--- src/hdl/fpc_pkg.sv ---
// ----------------------------------------------------------------------------
// fpc_pkg: frame pacing clock shared definitions
// Payload types, command / status / action codes and register defaults.
// ----------------------------------------------------------------------------
`default_nettype none

package fpc_pkg;

    localparam int TIME_BITS_DEF        = 64;
    localparam int FRAME_COUNT_BITS_DEF = 32;

    localparam int IVL_W = 24;   // interval registers
    localparam int YLD_W = 16;   // yield_every register
    localparam int CFG_W = 24;   // config write data
    localparam int CIX_W = 3;    // config register index

    // commands
    localparam logic [1:0] CMD_POLL   = 2'd0;
    localparam logic [1:0] CMD_RESULT = 2'd1;
    localparam logic [1:0] CMD_PAUSE  = 2'd2;
    localparam logic [1:0] CMD_RESUME = 2'd3;

    // decode status
    localparam logic [1:0] ST_OK  = 2'd0;
    localparam logic [1:0] ST_EOS = 2'd1;

    // poll actions
    localparam logic [2:0] ACT_PAUSED = 3'd0;
    localparam logic [2:0] ACT_WARMUP = 3'd1;
    localparam logic [2:0] ACT_WAIT   = 3'd2;
    localparam logic [2:0] ACT_DECODE = 3'd3;
    localparam logic [2:0] ACT_NONE   = 3'd4;

    // config register indexes
    localparam logic [CIX_W-1:0] CFG_NORMAL_IVL  = 3'd0;
    localparam logic [CIX_W-1:0] CFG_WARMUP      = 3'd1;
    localparam logic [CIX_W-1:0] CFG_SOFT_START  = 3'd2;
    localparam logic [CIX_W-1:0] CFG_RESUME_MIN  = 3'd3;
    localparam logic [CIX_W-1:0] CFG_SOFT_MIN    = 3'd4;
    localparam logic [CIX_W-1:0] CFG_HANG        = 3'd5;
    localparam logic [CIX_W-1:0] CFG_DIAG_SPACE  = 3'd6;
    localparam logic [CIX_W-1:0] CFG_YIELD_EVERY = 3'd7;

    // register reset values
    localparam logic [IVL_W-1:0] RST_NORMAL_IVL = 24'd33333;
    localparam logic [IVL_W-1:0] RST_WARMUP     = 24'd100000;
    localparam logic [IVL_W-1:0] RST_SOFT_START = 24'd1000000;
    localparam logic [IVL_W-1:0] RST_RESUME_MIN = 24'd50000;
    localparam logic [IVL_W-1:0] RST_SOFT_MIN   = 24'd40000;
    localparam logic [IVL_W-1:0] RST_HANG       = 24'd500000;
    localparam logic [IVL_W-1:0] RST_DIAG_SPACE = 24'd1000000;

    localparam logic [31:0] PAUSED_WAIT = 32'd10000;
    localparam logic [31:0] WARMUP_WAIT = 32'd5000;
    localparam logic [7:0]  ERROR_LIMIT = 8'd10;

    typedef struct packed {
        logic [1:0]  cmd;
        logic [63:0] now_time;
        logic [1:0]  decode_status;
    } fpc_in_t;

    typedef struct packed {
        logic [2:0]  action;
        logic [31:0] wait_time;
        logic        soft_start_done;
        logic        stall_seen;
        logic        yield_request;
        logic        stall_diag_due;
        logic        delay_tick;
        logic        stream_end;
        logic        error_state;
        logic        accepted;
    } fpc_out_t;

endpackage

`default_nettype wire

--- src/hdl/fpc_if.sv ---
// ----------------------------------------------------------------------------
// fpc_if: frame pacing clock channels
// Valid/ready channels for command beats and result beats.
// ----------------------------------------------------------------------------
`default_nettype none

interface fpc_in_if import fpc_pkg::*; ();
    logic    valid;
    logic    ready;
    fpc_in_t data;

    modport source (output valid, output data, input ready);
    modport sink   (input valid, input data, output ready);
endinterface

interface fpc_out_if import fpc_pkg::*; ();
    logic     valid;
    logic     ready;
    fpc_out_t data;

    modport source (output valid, output data, input ready);
    modport sink   (input valid, input data, output ready);
endinterface

`default_nettype wire

--- src/hdl/frame_pacing_clock_core.sv ---
// ----------------------------------------------------------------------------
// frame_pacing_clock_core: video frame pacing against a microsecond time
// Poll / decode result / pause / resume commands, one result beat each.
// ----------------------------------------------------------------------------
// Throughput: one command at a time; the frame-count remainder runs one bit
//   per cycle through the shared adder and makes a good decode result with a
//   nonzero yield_every the slowest command.
// Reset (rst_n low, async): idle, paused, registers at their defaults,
//   all times and counters zero, no result pending.
`default_nettype none

module frame_pacing_clock_core
    import fpc_pkg::*;
#(
    parameter int TIME_BITS        = TIME_BITS_DEF,
    parameter int FRAME_COUNT_BITS = FRAME_COUNT_BITS_DEF
)
(
    input  wire logic             clk,
    input  wire logic             rst_n,
    input  wire logic             cfg_we,
    input  wire logic [CIX_W-1:0] cfg_index,
    input  wire logic [CFG_W-1:0] cfg_data,
    fpc_in_if.sink                in_ch,
    fpc_out_if.source             out_ch
);

    localparam int TB    = TIME_BITS;
    localparam int FB    = FRAME_COUNT_BITS;
    localparam int CNT_W = $clog2(FB);

    // sequencer states
    localparam logic [3:0] S_IDLE      = 4'd0;
    localparam logic [3:0] S_START     = 4'd1;
    localparam logic [3:0] S_P_WARM    = 4'd2;
    localparam logic [3:0] S_P_SOFT    = 4'd3;
    localparam logic [3:0] S_P_HANG    = 4'd4;
    localparam logic [3:0] S_P_DIAG    = 4'd5;
    localparam logic [3:0] S_P_STALLDL = 4'd6;
    localparam logic [3:0] S_P_DL      = 4'd7;
    localparam logic [3:0] S_P_WAIT    = 4'd8;
    localparam logic [3:0] S_R_DL      = 4'd9;
    localparam logic [3:0] S_R_DIV     = 4'd10;
    localparam logic [3:0] S_M_WARM    = 4'd11;
    localparam logic [3:0] S_M_SOFT    = 4'd12;
    localparam logic [3:0] S_DONE      = 4'd13;

    // ------------------------------------------------------------------
    // Configuration registers
    // ------------------------------------------------------------------
    logic [IVL_W-1:0] normal_ivl_reg, warmup_reg, soft_start_reg;
    logic [IVL_W-1:0] resume_min_reg, soft_min_reg, hang_reg, diag_space_reg;
    logic [YLD_W-1:0] yield_every_reg;

    always_ff @(posedge clk or negedge rst_n)
    begin
        if (!rst_n)
        begin
            normal_ivl_reg  <= RST_NORMAL_IVL;
            warmup_reg      <= RST_WARMUP;
            soft_start_reg  <= RST_SOFT_START;
            resume_min_reg  <= RST_RESUME_MIN;
            soft_min_reg    <= RST_SOFT_MIN;
            hang_reg        <= RST_HANG;
            diag_space_reg  <= RST_DIAG_SPACE;
            yield_every_reg <= '0;
        end
        else if (cfg_we)
        begin
            case (cfg_index)
                CFG_NORMAL_IVL:  normal_ivl_reg  <= cfg_data;
                CFG_WARMUP:      warmup_reg      <= cfg_data;
                CFG_SOFT_START:  soft_start_reg  <= cfg_data;
                CFG_RESUME_MIN:  resume_min_reg  <= cfg_data;
                CFG_SOFT_MIN:    soft_min_reg    <= cfg_data;
                CFG_HANG:        hang_reg        <= cfg_data;
                CFG_DIAG_SPACE:  diag_space_reg  <= cfg_data;
                CFG_YIELD_EVERY: yield_every_reg <= cfg_data[YLD_W-1:0];
                default:         ;
            endcase
        end
    end

    // ------------------------------------------------------------------
    // Pacing state, captured command and result under construction
    // ------------------------------------------------------------------
    logic [3:0]       state_reg, state_next;
    logic             paused_reg, paused_next;
    logic [IVL_W-1:0] fi_reg, fi_next;               // current frame interval
    logic [TB-1:0]    deadline_reg, deadline_next;
    logic [TB-1:0]    last_good_reg, last_good_next;
    logic [TB-1:0]    warm_end_reg, warm_end_next;
    logic [TB-1:0]    soft_end_reg, soft_end_next;
    logic [TB-1:0]    last_diag_reg, last_diag_next;
    logic [FB-1:0]    fcount_reg, fcount_next;
    logic [7:0]       err_run_reg, err_run_next;

    logic [1:0]       cmd_reg, cmd_next;
    logic [TB-1:0]    now_reg, now_next;
    logic [1:0]       status_reg, status_next;

    // remainder unit: frame count shifted out MSB first
    logic [FB-1:0]    div_src_reg, div_src_next;
    logic [YLD_W-1:0] rem_reg, rem_next;
    logic [CNT_W-1:0] bit_idx_reg, bit_idx_next;

    fpc_out_t         res_reg, res_next;
    fpc_out_t         out_reg, out_next;
    logic             out_valid_reg, out_valid_next;

    // ------------------------------------------------------------------
    // Shared adder/subtractor: every time sum, time compare and every
    // remainder trial subtract goes through it. carry = 1 on a subtract
    // means opa >= opb.
    // ------------------------------------------------------------------
    logic [TB-1:0] opa, opb;
    logic          op_sub;
    logic [TB:0]   alu_full;
    logic [TB-1:0] alu_res;
    logic          alu_carry;
    logic [63:0]   alu_res64;
    logic          diff_gt_hang, diff_gt_space;
    logic [YLD_W:0] div_trial;

    assign div_trial = {rem_reg, div_src_reg[FB-1]};

    always_comb
    begin
        opa    = now_reg;
        opb    = '0;
        op_sub = 1'b0;
        case (state_reg)
            S_P_WARM:    begin opb = warm_end_reg;  op_sub = 1'b1; end
            S_P_SOFT:    begin opb = soft_end_reg;  op_sub = 1'b1; end
            S_P_HANG:    begin opb = last_good_reg; op_sub = 1'b1; end
            S_P_DIAG:    begin opb = last_diag_reg; op_sub = 1'b1; end
            S_P_DL:      begin opb = deadline_reg;  op_sub = 1'b1; end
            S_P_WAIT:
            begin
                opa    = deadline_reg;
                opb    = now_reg;
                op_sub = 1'b1;
            end
            S_P_STALLDL: opb = TB'(fi_reg);
            S_R_DL:      opb = TB'(fi_reg);
            S_M_WARM:    opb = TB'(warmup_reg);
            S_M_SOFT:    opb = TB'(soft_start_reg);
            S_R_DIV:
            begin
                opa    = TB'(div_trial);
                opb    = TB'(yield_every_reg);
                op_sub = 1'b1;
            end
            default:     ;
        endcase
    end

    assign alu_full  = {1'b0, opa} + {1'b0, (op_sub ? ~opb : opb)} + {{TB{1'b0}}, op_sub};
    assign alu_res   = alu_full[TB-1:0];
    assign alu_carry = alu_full[TB];
    assign alu_res64 = 64'(alu_res);

    // elapsed time against a 24-bit threshold
    assign diff_gt_hang  = (|alu_res[TB-1:IVL_W]) || (alu_res[IVL_W-1:0] > hang_reg);
    assign diff_gt_space = (|alu_res[TB-1:IVL_W]) || (alu_res[IVL_W-1:0] > diag_space_reg);

    // ------------------------------------------------------------------
    // Sequencer
    // ------------------------------------------------------------------
    logic in_fire, out_free;

    assign in_ch.ready = (state_reg == S_IDLE);
    assign in_fire     = in_ch.valid && in_ch.ready;
    assign out_free    = !out_valid_reg || out_ch.ready;

    always_comb
    begin
        state_next     = state_reg;
        paused_next    = paused_reg;
        fi_next        = fi_reg;
        deadline_next  = deadline_reg;
        last_good_next = last_good_reg;
        warm_end_next  = warm_end_reg;
        soft_end_next  = soft_end_reg;
        last_diag_next = last_diag_reg;
        fcount_next    = fcount_reg;
        err_run_next   = err_run_reg;
        cmd_next       = cmd_reg;
        now_next       = now_reg;
        status_next    = status_reg;
        div_src_next   = div_src_reg;
        rem_next       = rem_reg;
        bit_idx_next   = bit_idx_reg;
        res_next       = res_reg;
        out_next       = out_reg;
        out_valid_next = out_valid_reg;

        if (out_valid_reg && out_ch.ready)
        begin
            out_valid_next = 1'b0;
        end

        case (state_reg)
            S_IDLE:
            begin
                if (in_fire)
                begin
                    cmd_next    = in_ch.data.cmd;
                    now_next    = in_ch.data.now_time[TB-1:0];
                    status_next = in_ch.data.decode_status;
                    state_next  = S_START;
                end
            end

            S_START:
            begin
                res_next        = '0;
                res_next.action = ACT_NONE;
                state_next      = S_DONE;
                case (cmd_reg)
                    CMD_POLL:
                    begin
                        if (paused_reg)
                        begin
                            res_next.action    = ACT_PAUSED;
                            res_next.wait_time = PAUSED_WAIT;
                        end
                        else
                        begin
                            state_next = S_P_WARM;
                        end
                    end
                    CMD_RESULT:
                    begin
                        if (status_reg == ST_OK)
                        begin
                            last_good_next = now_reg;
                            fcount_next    = fcount_reg + FB'(1);
                            err_run_next   = '0;
                            state_next     = S_R_DL;
                        end
                        else if (status_reg == ST_EOS)
                        begin
                            deadline_next       = now_reg;
                            last_good_next      = now_reg;
                            res_next.stream_end = 1'b1;
                        end
                        else
                        begin
                            // any other status counts as an error
                            if (err_run_reg != 8'hFF)
                                err_run_next = err_run_reg + 8'd1;
                            res_next.error_state = (err_run_next > ERROR_LIMIT);
                        end
                    end
                    CMD_PAUSE:
                    begin
                        paused_next = 1'b1;
                    end
                    default:
                    begin
                        // resume; rejected while the normal interval is zero
                        if (normal_ivl_reg != '0)
                        begin
                            last_good_next    = now_reg;
                            last_diag_next    = '0;
                            fi_next           = (normal_ivl_reg < resume_min_reg) ?
                                                resume_min_reg : normal_ivl_reg;
                            paused_next       = 1'b0;
                            res_next.accepted = 1'b1;
                            state_next        = S_M_WARM;
                        end
                    end
                endcase
            end

            S_P_WARM:
            begin
                if (!alu_carry)
                begin
                    res_next.action    = ACT_WARMUP;
                    res_next.wait_time = WARMUP_WAIT;
                    state_next         = S_DONE;
                end
                else
                begin
                    state_next = S_P_SOFT;
                end
            end

            S_P_SOFT:
            begin
                if (!alu_carry)
                begin
                    if (fi_reg < soft_min_reg)
                        fi_next = soft_min_reg;
                end
                else if (fi_reg != normal_ivl_reg)
                begin
                    fi_next                  = normal_ivl_reg;
                    res_next.soft_start_done = 1'b1;
                end
                state_next = S_P_HANG;
            end

            S_P_HANG:
            begin
                if (diff_gt_hang)
                begin
                    res_next.stall_seen    = 1'b1;
                    res_next.yield_request = 1'b1;
                    state_next             = S_P_DIAG;
                end
                else
                begin
                    state_next = S_P_DL;
                end
            end

            S_P_DIAG:
            begin
                if (diff_gt_space)
                begin
                    last_diag_next          = now_reg;
                    res_next.stall_diag_due = 1'b1;
                end
                state_next = S_P_STALLDL;
            end

            S_P_STALLDL:
            begin
                deadline_next      = alu_res;
                res_next.action    = ACT_WAIT;
                res_next.wait_time = 32'(fi_reg);
                state_next         = S_DONE;
            end

            S_P_DL:
            begin
                if (alu_carry)
                begin
                    res_next.action = ACT_DECODE;
                    state_next      = S_DONE;
                end
                else
                begin
                    state_next = S_P_WAIT;
                end
            end

            S_P_WAIT:
            begin
                res_next.action    = ACT_WAIT;
                res_next.wait_time = (|alu_res64[63:32]) ? 32'hFFFF_FFFF : alu_res64[31:0];
                state_next         = S_DONE;
            end

            S_R_DL:
            begin
                deadline_next = alu_res;
                div_src_next  = fcount_reg;
                rem_next      = '0;
                bit_idx_next  = CNT_W'(FB - 1);
                state_next    = (yield_every_reg == '0) ? S_DONE : S_R_DIV;
            end

            S_R_DIV:
            begin
                // restoring remainder step, one count bit per cycle
                if (alu_carry)
                    rem_next = alu_res[YLD_W-1:0];
                else
                    rem_next = div_trial[YLD_W-1:0];
                div_src_next = {div_src_reg[FB-2:0], 1'b0};
                if (bit_idx_reg == '0)
                begin
                    res_next.delay_tick = (rem_next == '0);
                    state_next          = S_DONE;
                end
                else
                begin
                    bit_idx_next = bit_idx_reg - CNT_W'(1);
                end
            end

            S_M_WARM:
            begin
                warm_end_next = alu_res;
                deadline_next = alu_res;
                state_next    = S_M_SOFT;
            end

            S_M_SOFT:
            begin
                soft_end_next = alu_res;
                state_next    = S_DONE;
            end

            S_DONE:
            begin
                // hold the result here until the output register frees up
                if (out_free)
                begin
                    out_next       = res_reg;
                    out_valid_next = 1'b1;
                    state_next     = S_IDLE;
                end
            end

            default:
            begin
                state_next = S_IDLE;
            end
        endcase
    end

    // control state
    always_ff @(posedge clk or negedge rst_n)
    begin
        if (!rst_n)
        begin
            state_reg     <= S_IDLE;
            paused_reg    <= 1'b1;
            fi_reg        <= RST_NORMAL_IVL;
            deadline_reg  <= '0;
            last_good_reg <= '0;
            warm_end_reg  <= '0;
            soft_end_reg  <= '0;
            last_diag_reg <= '0;
            fcount_reg    <= '0;
            err_run_reg   <= '0;
            bit_idx_reg   <= '0;
            out_valid_reg <= 1'b0;
        end
        else
        begin
            state_reg     <= state_next;
            paused_reg    <= paused_next;
            fi_reg        <= fi_next;
            deadline_reg  <= deadline_next;
            last_good_reg <= last_good_next;
            warm_end_reg  <= warm_end_next;
            soft_end_reg  <= soft_end_next;
            last_diag_reg <= last_diag_next;
            fcount_reg    <= fcount_next;
            err_run_reg   <= err_run_next;
            bit_idx_reg   <= bit_idx_next;
            out_valid_reg <= out_valid_next;
        end
    end

    // payload
    always_ff @(posedge clk)
    begin
        cmd_reg     <= cmd_next;
        now_reg     <= now_next;
        status_reg  <= status_next;
        div_src_reg <= div_src_next;
        rem_reg     <= rem_next;
        res_reg     <= res_next;
        out_reg     <= out_next;
    end

    assign out_ch.valid = out_valid_reg;
    assign out_ch.data  = out_reg;

`ifndef SYNTHESIS
    // an accepted command beat is decoded on the very next cycle
    a_start_after_accept: assert property (@(posedge clk) disable iff (!rst_n)
        in_fire |=> (state_reg == S_START))
        else $error("command beat not decoded after acceptance");

    // the remainder loop only runs with a nonzero yield interval
    a_div_nonzero: assert property (@(posedge clk) disable iff (!rst_n)
        (state_reg == S_R_DIV) |-> (yield_every_reg != '0))
        else $error("remainder step with zero yield interval");

    // a result carrying a decode-result or resume flag is never a poll answer
    a_flags_non_poll: assert property (@(posedge clk) disable iff (!rst_n)
        (out_ch.valid && (out_ch.data.error_state || out_ch.data.delay_tick ||
                          out_ch.data.stream_end || out_ch.data.accepted))
        |-> (out_ch.data.action == ACT_NONE))
        else $error("decode or resume flag on a poll result");

    // a new result is only loaded when the previous one has gone
    a_no_overwrite: assert property (@(posedge clk) disable iff (!rst_n)
        (out_valid_reg && !out_ch.ready) |=> out_valid_reg)
        else $error("pending result dropped");
`endif

endmodule

`default_nettype wire

--- src/flat_wrapper.sv ---
// flat-port wrapper written by rule: the top's interface ports become plain ports
module frame_pacing_clock_core_flat import fpc_pkg::*;
#(
    parameter int TIME_BITS        = TIME_BITS_DEF,
    parameter int FRAME_COUNT_BITS = FRAME_COUNT_BITS_DEF
)
  (clk, rst_n, cfg_we, cfg_index, cfg_data, in_ch_valid, in_ch_data, in_ch_ready, out_ch_valid, out_ch_data, out_ch_ready);
  fpc_in_if in_ch_i ();
  fpc_out_if out_ch_i ();
  input  wire logic clk;
  input  wire logic rst_n;
  input  wire logic cfg_we;
  input  wire logic [CIX_W-1:0] cfg_index;
  input  wire logic [CFG_W-1:0] cfg_data;
  input wire logic [$bits(in_ch_i.valid)-1:0] in_ch_valid;
  input wire logic [$bits(in_ch_i.data)-1:0] in_ch_data;
  output wire logic [$bits(in_ch_i.ready)-1:0] in_ch_ready;
  output wire logic [$bits(out_ch_i.valid)-1:0] out_ch_valid;
  output wire logic [$bits(out_ch_i.data)-1:0] out_ch_data;
  input wire logic [$bits(out_ch_i.ready)-1:0] out_ch_ready;
  assign in_ch_i.valid = in_ch_valid;
  assign in_ch_i.data = in_ch_data;
  assign in_ch_ready = in_ch_i.ready;
  assign out_ch_valid = out_ch_i.valid;
  assign out_ch_data = out_ch_i.data;
  assign out_ch_i.ready = out_ch_ready;
  frame_pacing_clock_core #(.TIME_BITS(TIME_BITS), .FRAME_COUNT_BITS(FRAME_COUNT_BITS)) u_core (.clk(clk), .rst_n(rst_n), .cfg_we(cfg_we), .cfg_index(cfg_index), .cfg_data(cfg_data), .in_ch(in_ch_i), .out_ch(out_ch_i));
endmodule
--- config.mk ---
export PLATFORM = sky130hd
export DESIGN_NAME = frame_pacing_clock_core_flat
export DESIGN_NICKNAME = d
export VERILOG_FILES = /design/src/hdl/fpc_pkg.sv /design/src/hdl/fpc_if.sv /design/src/hdl/frame_pacing_clock_core.sv /design/src/flat_wrapper.sv
export SDC_FILE = /design/constraint.sdc
export NUM_CORES = 2
export LEC_CHECK = 0
export BUFFER_PORTS_ARGS = -buffer_cell sky130_fd_sc_hd__buf_2
export CAP_MARGIN = 40
export CORE_MARGIN = 2
export CORE_UTILIZATION = 58
export DETAILED_ROUTE_END_ITERATION = 8
export PLACE_DENSITY = 0.75
export SYNTH_ARGS = -nofsm -noshare
export SYNTH_HDL_FRONTEND = slang
export SYNTH_SLANG_ARGS = --single-unit
--- constraint.sdc ---
create_clock -name clk -period 17.4 [get_ports clk]
set_input_delay 3.48 -clock clk [delete_from_list [all_inputs] [get_ports clk]]
set_output_delay 3.48 -clock clk [all_outputs]
set_load 0.03 [all_outputs]
==> load_flow_metrics.sql <==
INSERT INTO impl_metrics (metric_group, metric, value, unit) VALUES
('sta', 'timing.setup.tns', '0', 'ns'),
('cells_and_area', 'design.final.nets', '4539', ''),
('global_routing', 'grt_pass1_wl', '198000', 'microns'),
('sta', 'worst_clock_skew', '0.0302', 'ns'),
('global_routing', 'grt_usage', '34.3', '%'),
('critical_path', 'critical-path-top-delay-family', 'compound AO/OA/AOI/OAI gates', ''),
('cells_and_area', 'final_layout_size_suffix_gt1_share', '15.6', '%'),
('cells_and_area', 'area_of_the_multi_input_gates', '0.0197', 'sq mm'),
('global_routing', 'antenna_found_initial', '0', ''),
('floorplanning', 'initial_core_util', '58.7', '%'),
('critical_path', 'cp_num_buf_inv', '3', ''),
('placement', 'dp_slack', '8.40', 'ns'),
('logic_synthesis', 'synth_cell_types', '82', ''),
('cells_and_area', 'diodes', '0', ''),
('critical_path', 'rrSetupSlack', '8.14', 'ns'),
('critical_path', 'cp_num_cells', '27', ''),
('floorplanning', 'die_h', '273', 'microns'),
('detailed_routing', 'ant_nets', '0', ''),
('clock_tree', 'htree_levels', '3', ''),
('sta', 'setup_viol', '0', ''),
('clock_tree', 'cts_max_path_buffers', '3', ''),
('hold_path', 'worst_hold_path.num_cells', '0', ''),
('critical_path', 'start_kind', 'flip-flop', ''),
('clock_tree', 'cts_hold_buffers', '0', ''),
('logic_synthesis', 'ys_seq_area_share', '49.0', '%'),
('sta', 'rsz_0062_raised_after_global_routing', 'false', ''),
('critical_path', 'timing.setup.critical_path_class', 'flip-flop to flip-flop', ''),
('sta', 'max_freq', '0.108', 'GHz'),
('global_routing', 'grt_start_max_net_pins', '172', ''),
('cells_and_area', 'layout-area-overhead-vs-synth', '11.1', '%'),
('floorplanning', 'core_region_area', '0.0715', 'sq mm'),
('critical_path', 'cp.required', '17.96', 'ns'),
('sta', 'min_period_over_period', '53.2', '%'),
('sta', 'worst-slew-pin-transition', '1.05', 'ns'),
('global_routing', 'grt.overflow.total', '0', ''),
('clock_tree', 'worstSkewPairLatency', '0.67', 'ns'),
('logic_synthesis', 'synth.net_count', '4506', ''),
('sta', 'final_max_slew_viol_count', '0', ''),
('clock_tree', 'clock_tree.root_cell', 'sky130_fd_sc_hd__clkbuf_16', ''),
('sta', 'setup_ws', '8.14', 'ns'),
('global_routing', 'grt_pass1_vias', '33100', ''),
('flow_run', 'timing.max_cap.violations', '0', ''),
('critical_path', 'crit_slowest_cell', 'sky130_fd_sc_hd__dfrtp_1', ''),
('logic_synthesis', 'async_reset_ff_share', '74.3', '%'),
('logic_synthesis', 'syn-instance-count', '4238', ''),
('cells_and_area', 'sequential_cell_area', '0.0206', 'sq mm'),
('critical_path', 'timing.reg2reg.worst_path_depth', '27', ''),
('floorplanning', 'ioPinCount', '145', ''),
('critical_path', 'crit_arrival', '9.82', 'ns'),
('sta', 'timing.final.crit_period', '9.26', 'ns'),
('sta', 'hold_viol', '0', ''),
('detailed_routing', 'wl_per_cell', '24.2', 'microns'),
('logic_synthesis', 'syn_area', '0.0419', 'sq mm'),
('clock_tree', 'tritoncts.num_buffers', '85', ''),
('critical_path', 'worstPathMaxFanout', '30', ''),
('detailed_routing', 'route.detailed.drc', '0', ''),
('placement', 'numPortBuffers', '144', ''),
('floorplanning', 'die_area', '0.0745', 'sq mm'),
('logic_synthesis', 'synth-main-ff-cell', 'sky130_fd_sc_hd__dfrtp_1', ''),
('clock_tree', 'setup_fix_buffers_added_after_clock_tree_synthesis', '0', ''),
('critical_path', 'critical_path.max_stage_delay', '0.87', 'ns'),
('detailed_routing', 'via_count', '34100', ''),
('logic_synthesis', 'synth-seq-cells', '779', ''),
('status', 'status', 'finished clean', ''),
('placement', 'dpl.hpwl', '86500', 'microns'),
('clock_tree', 'postCtsResizedCells', '0', ''),
('logic_synthesis', 'edff_count_synth', '200', ''),
('placement', 'globalplace.congestion', '0.976', ''),
('logic_synthesis', 'yosys_warn_count', '0', ''),
('clock_tree', 'cts.sinks', '779', ''),
('cells_and_area', 'fillerInstances', '5660', '');
[final timing paths]
kind                                                  from                                    to
min reg2reg                   u_core.res_reg[28]$_DFFE_PP_      u_core.out_ch.data[28]$_DFFE_PP_
min                           u_core.res_reg[28]$_DFFE_PP_      u_core.out_ch.data[28]$_DFFE_PP_
max                        u_core.state_reg[2]$_DFFE_PN0P_  u_core.last_diag_reg[50]$_DFFE_PN0P_
min in group asynchronous                            rst_n   u_core.soft_min_reg[19]$_DFFE_PN0P_
max reg2reg                u_core.state_reg[2]$_DFFE_PN0P_  u_core.last_diag_reg[50]$_DFFE_PN0P_
max in group asynchronous                            rst_n     u_core.fcount_reg[13]$_DFFE_PN0P_
[cells in the final DEF, fill, tap and decap left out, types with 81 or more instances in the layout]
cell                          n
sky130_fd_sc_hd__edfxtp_1   200
sky130_fd_sc_hd__mux2_2     233
sky130_fd_sc_hd__inv_1      201
sky130_fd_sc_hd__clkbuf_16   88
sky130_fd_sc_hd__a222oi_1    88
sky130_fd_sc_hd__ha_1       167
sky130_fd_sc_hd__xnor2_1     81
sky130_fd_sc_hd__a21oi_1    218
sky130_fd_sc_hd__dfrtp_1    527
sky130_fd_sc_hd__mux2i_1     99
sky130_fd_sc_hd__o21ai_0    376
sky130_fd_sc_hd__nand2_1    680
sky130_fd_sc_hd__buf_2      145
sky130_fd_sc_hd__nor2_1     209
[through the flow]
| step | cell area (sq um) | instances | util [%] | hold slack (ns) |
|---|---|---|---|---|
| finish | 46600 | 5294 | 65.2 | 0.419 |
| global route | 46600 | 5294 | 65.2 | 0.422 |
| CTS | 46600 | 5294 | 65.2 | 0.415 |
| detailed placement | 43600 | 5134 | 61.0 | 0.405 |
| global placement | 43400 | 5122 | 60.7 | 0.402 |
| floorplan | 41900 | 4238 | - | 0.400 |
[logic make-up (layout without fill, tap and decap cells)]
group                      count (synthesis)  after routing  synth area share (%)
AOI/OAI and AO/OA                       1025           1025                  15.5
xor gates and xnor gates                 137            137                  2.86
adders and majority gates                169            169                  5.05
buffers and inverters                    469            575                  4.43
DFF                                      779            779                  49.0
muxes                                    333            333                  8.64
and+or+nand+nor                         1326           1326                  14.5
[per-layer routing]
metal	share of wire, %	wire, microns	GRT usage [%]	vias to the layer above
met5	0	0	0	-
met4	4.0	5090	13.3	0
met3	9.8	12500	7.23	305
met2	44	57000	51.7	1829
met1	42	53600	48.8	16700
li1	-	-	-	15400
[synthesized netlist by cell type (5+ instances only)]
master / count / area [sq um]
sky130_fd_sc_hd__a21o_1: 43 / 323
sky130_fd_sc_hd__or3_1: 7 / 43.8
sky130_fd_sc_hd__nor4_1: 30 / 188
sky130_fd_sc_hd__a22o_1: 22 / 193
sky130_fd_sc_hd__nand3_1: 67 / 335
sky130_fd_sc_hd__a22oi_1: 76 / 571
sky130_fd_sc_hd__nor4b_1: 5 / 43.8
sky130_fd_sc_hd__a31oi_1: 37 / 231
sky130_fd_sc_hd__dfstp_2: 51 / 1340
sky130_fd_sc_hd__and2_1: 9 / 56.3
sky130_fd_sc_hd__nor3_1: 41 / 205
sky130_fd_sc_hd__a21oi_1: 220 / 1100
sky130_fd_sc_hd__clkbuf_1: 222 / 833
sky130_fd_sc_hd__a222oi_1: 88 / 881
sky130_fd_sc_hd__xnor2_1: 81 / 709
sky130_fd_sc_hd__inv_1: 201 / 754
sky130_fd_sc_hd__edfxtp_1: 200 / 6010
sky130_fd_sc_hd__or4_1: 9 / 67.6
sky130_fd_sc_hd__nor2_1: 217 / 815
sky130_fd_sc_hd__buf_2: 13 / 65.1
sky130_fd_sc_hd__dfrtp_1: 528 / 13200
sky130_fd_sc_hd__nand2b_1: 62 / 388
sky130_fd_sc_hd__and3_1: 57 / 357
sky130_fd_sc_hd__o31ai_1: 15 / 113
sky130_fd_sc_hd__mux2_2: 233 / 2620
sky130_fd_sc_hd__buf_1: 23 / 86.3
sky130_fd_sc_hd__o21bai_1: 7 / 52.6
sky130_fd_sc_hd__xor2_1: 56 / 490
sky130_fd_sc_hd__ha_1: 167 / 2090
sky130_fd_sc_hd__a211oi_1: 10 / 75.1
sky130_fd_sc_hd__o21ai_0: 376 / 1880
sky130_fd_sc_hd__mux2i_1: 99 / 991
sky130_fd_sc_hd__o21a_1: 21 / 158
sky130_fd_sc_hd__nand3b_1: 6 / 45.0
sky130_fd_sc_hd__nand2_1: 681 / 2560
sky130_fd_sc_hd__a221oi_1: 35 / 307
sky130_fd_sc_hd__nor3b_1: 5 / 37.5
sky130_fd_sc_hd__o211ai_1: 14 / 105
sky130_fd_sc_hd__nor2b_1: 16 / 100
sky130_fd_sc_hd__a2111oi_0: 5 / 43.8
sky130_fd_sc_hd__nand4_1: 73 / 457
sky130_fd_sc_hd__and4_1: 19 / 166
sky130_fd_sc_hd__buf_8: 6 / 90.1
sky130_fd_sc_hd__o21ai_1: 10 / 50.1
[cell type report]
cell class	count	area share [%]
Clock inverter	44	1.24
Timing Repair Buffer	213	3.00
Inverter	202	1.63
Clock buffer	116	5.12
Tap cell	950	2.55
Multi-Input combinational cell	2990	42.3
Sequential cell	779	44.1
Power is not shown: default switching activity piles up to over one toggle a cycle in this logic, so the estimate is an artifact.
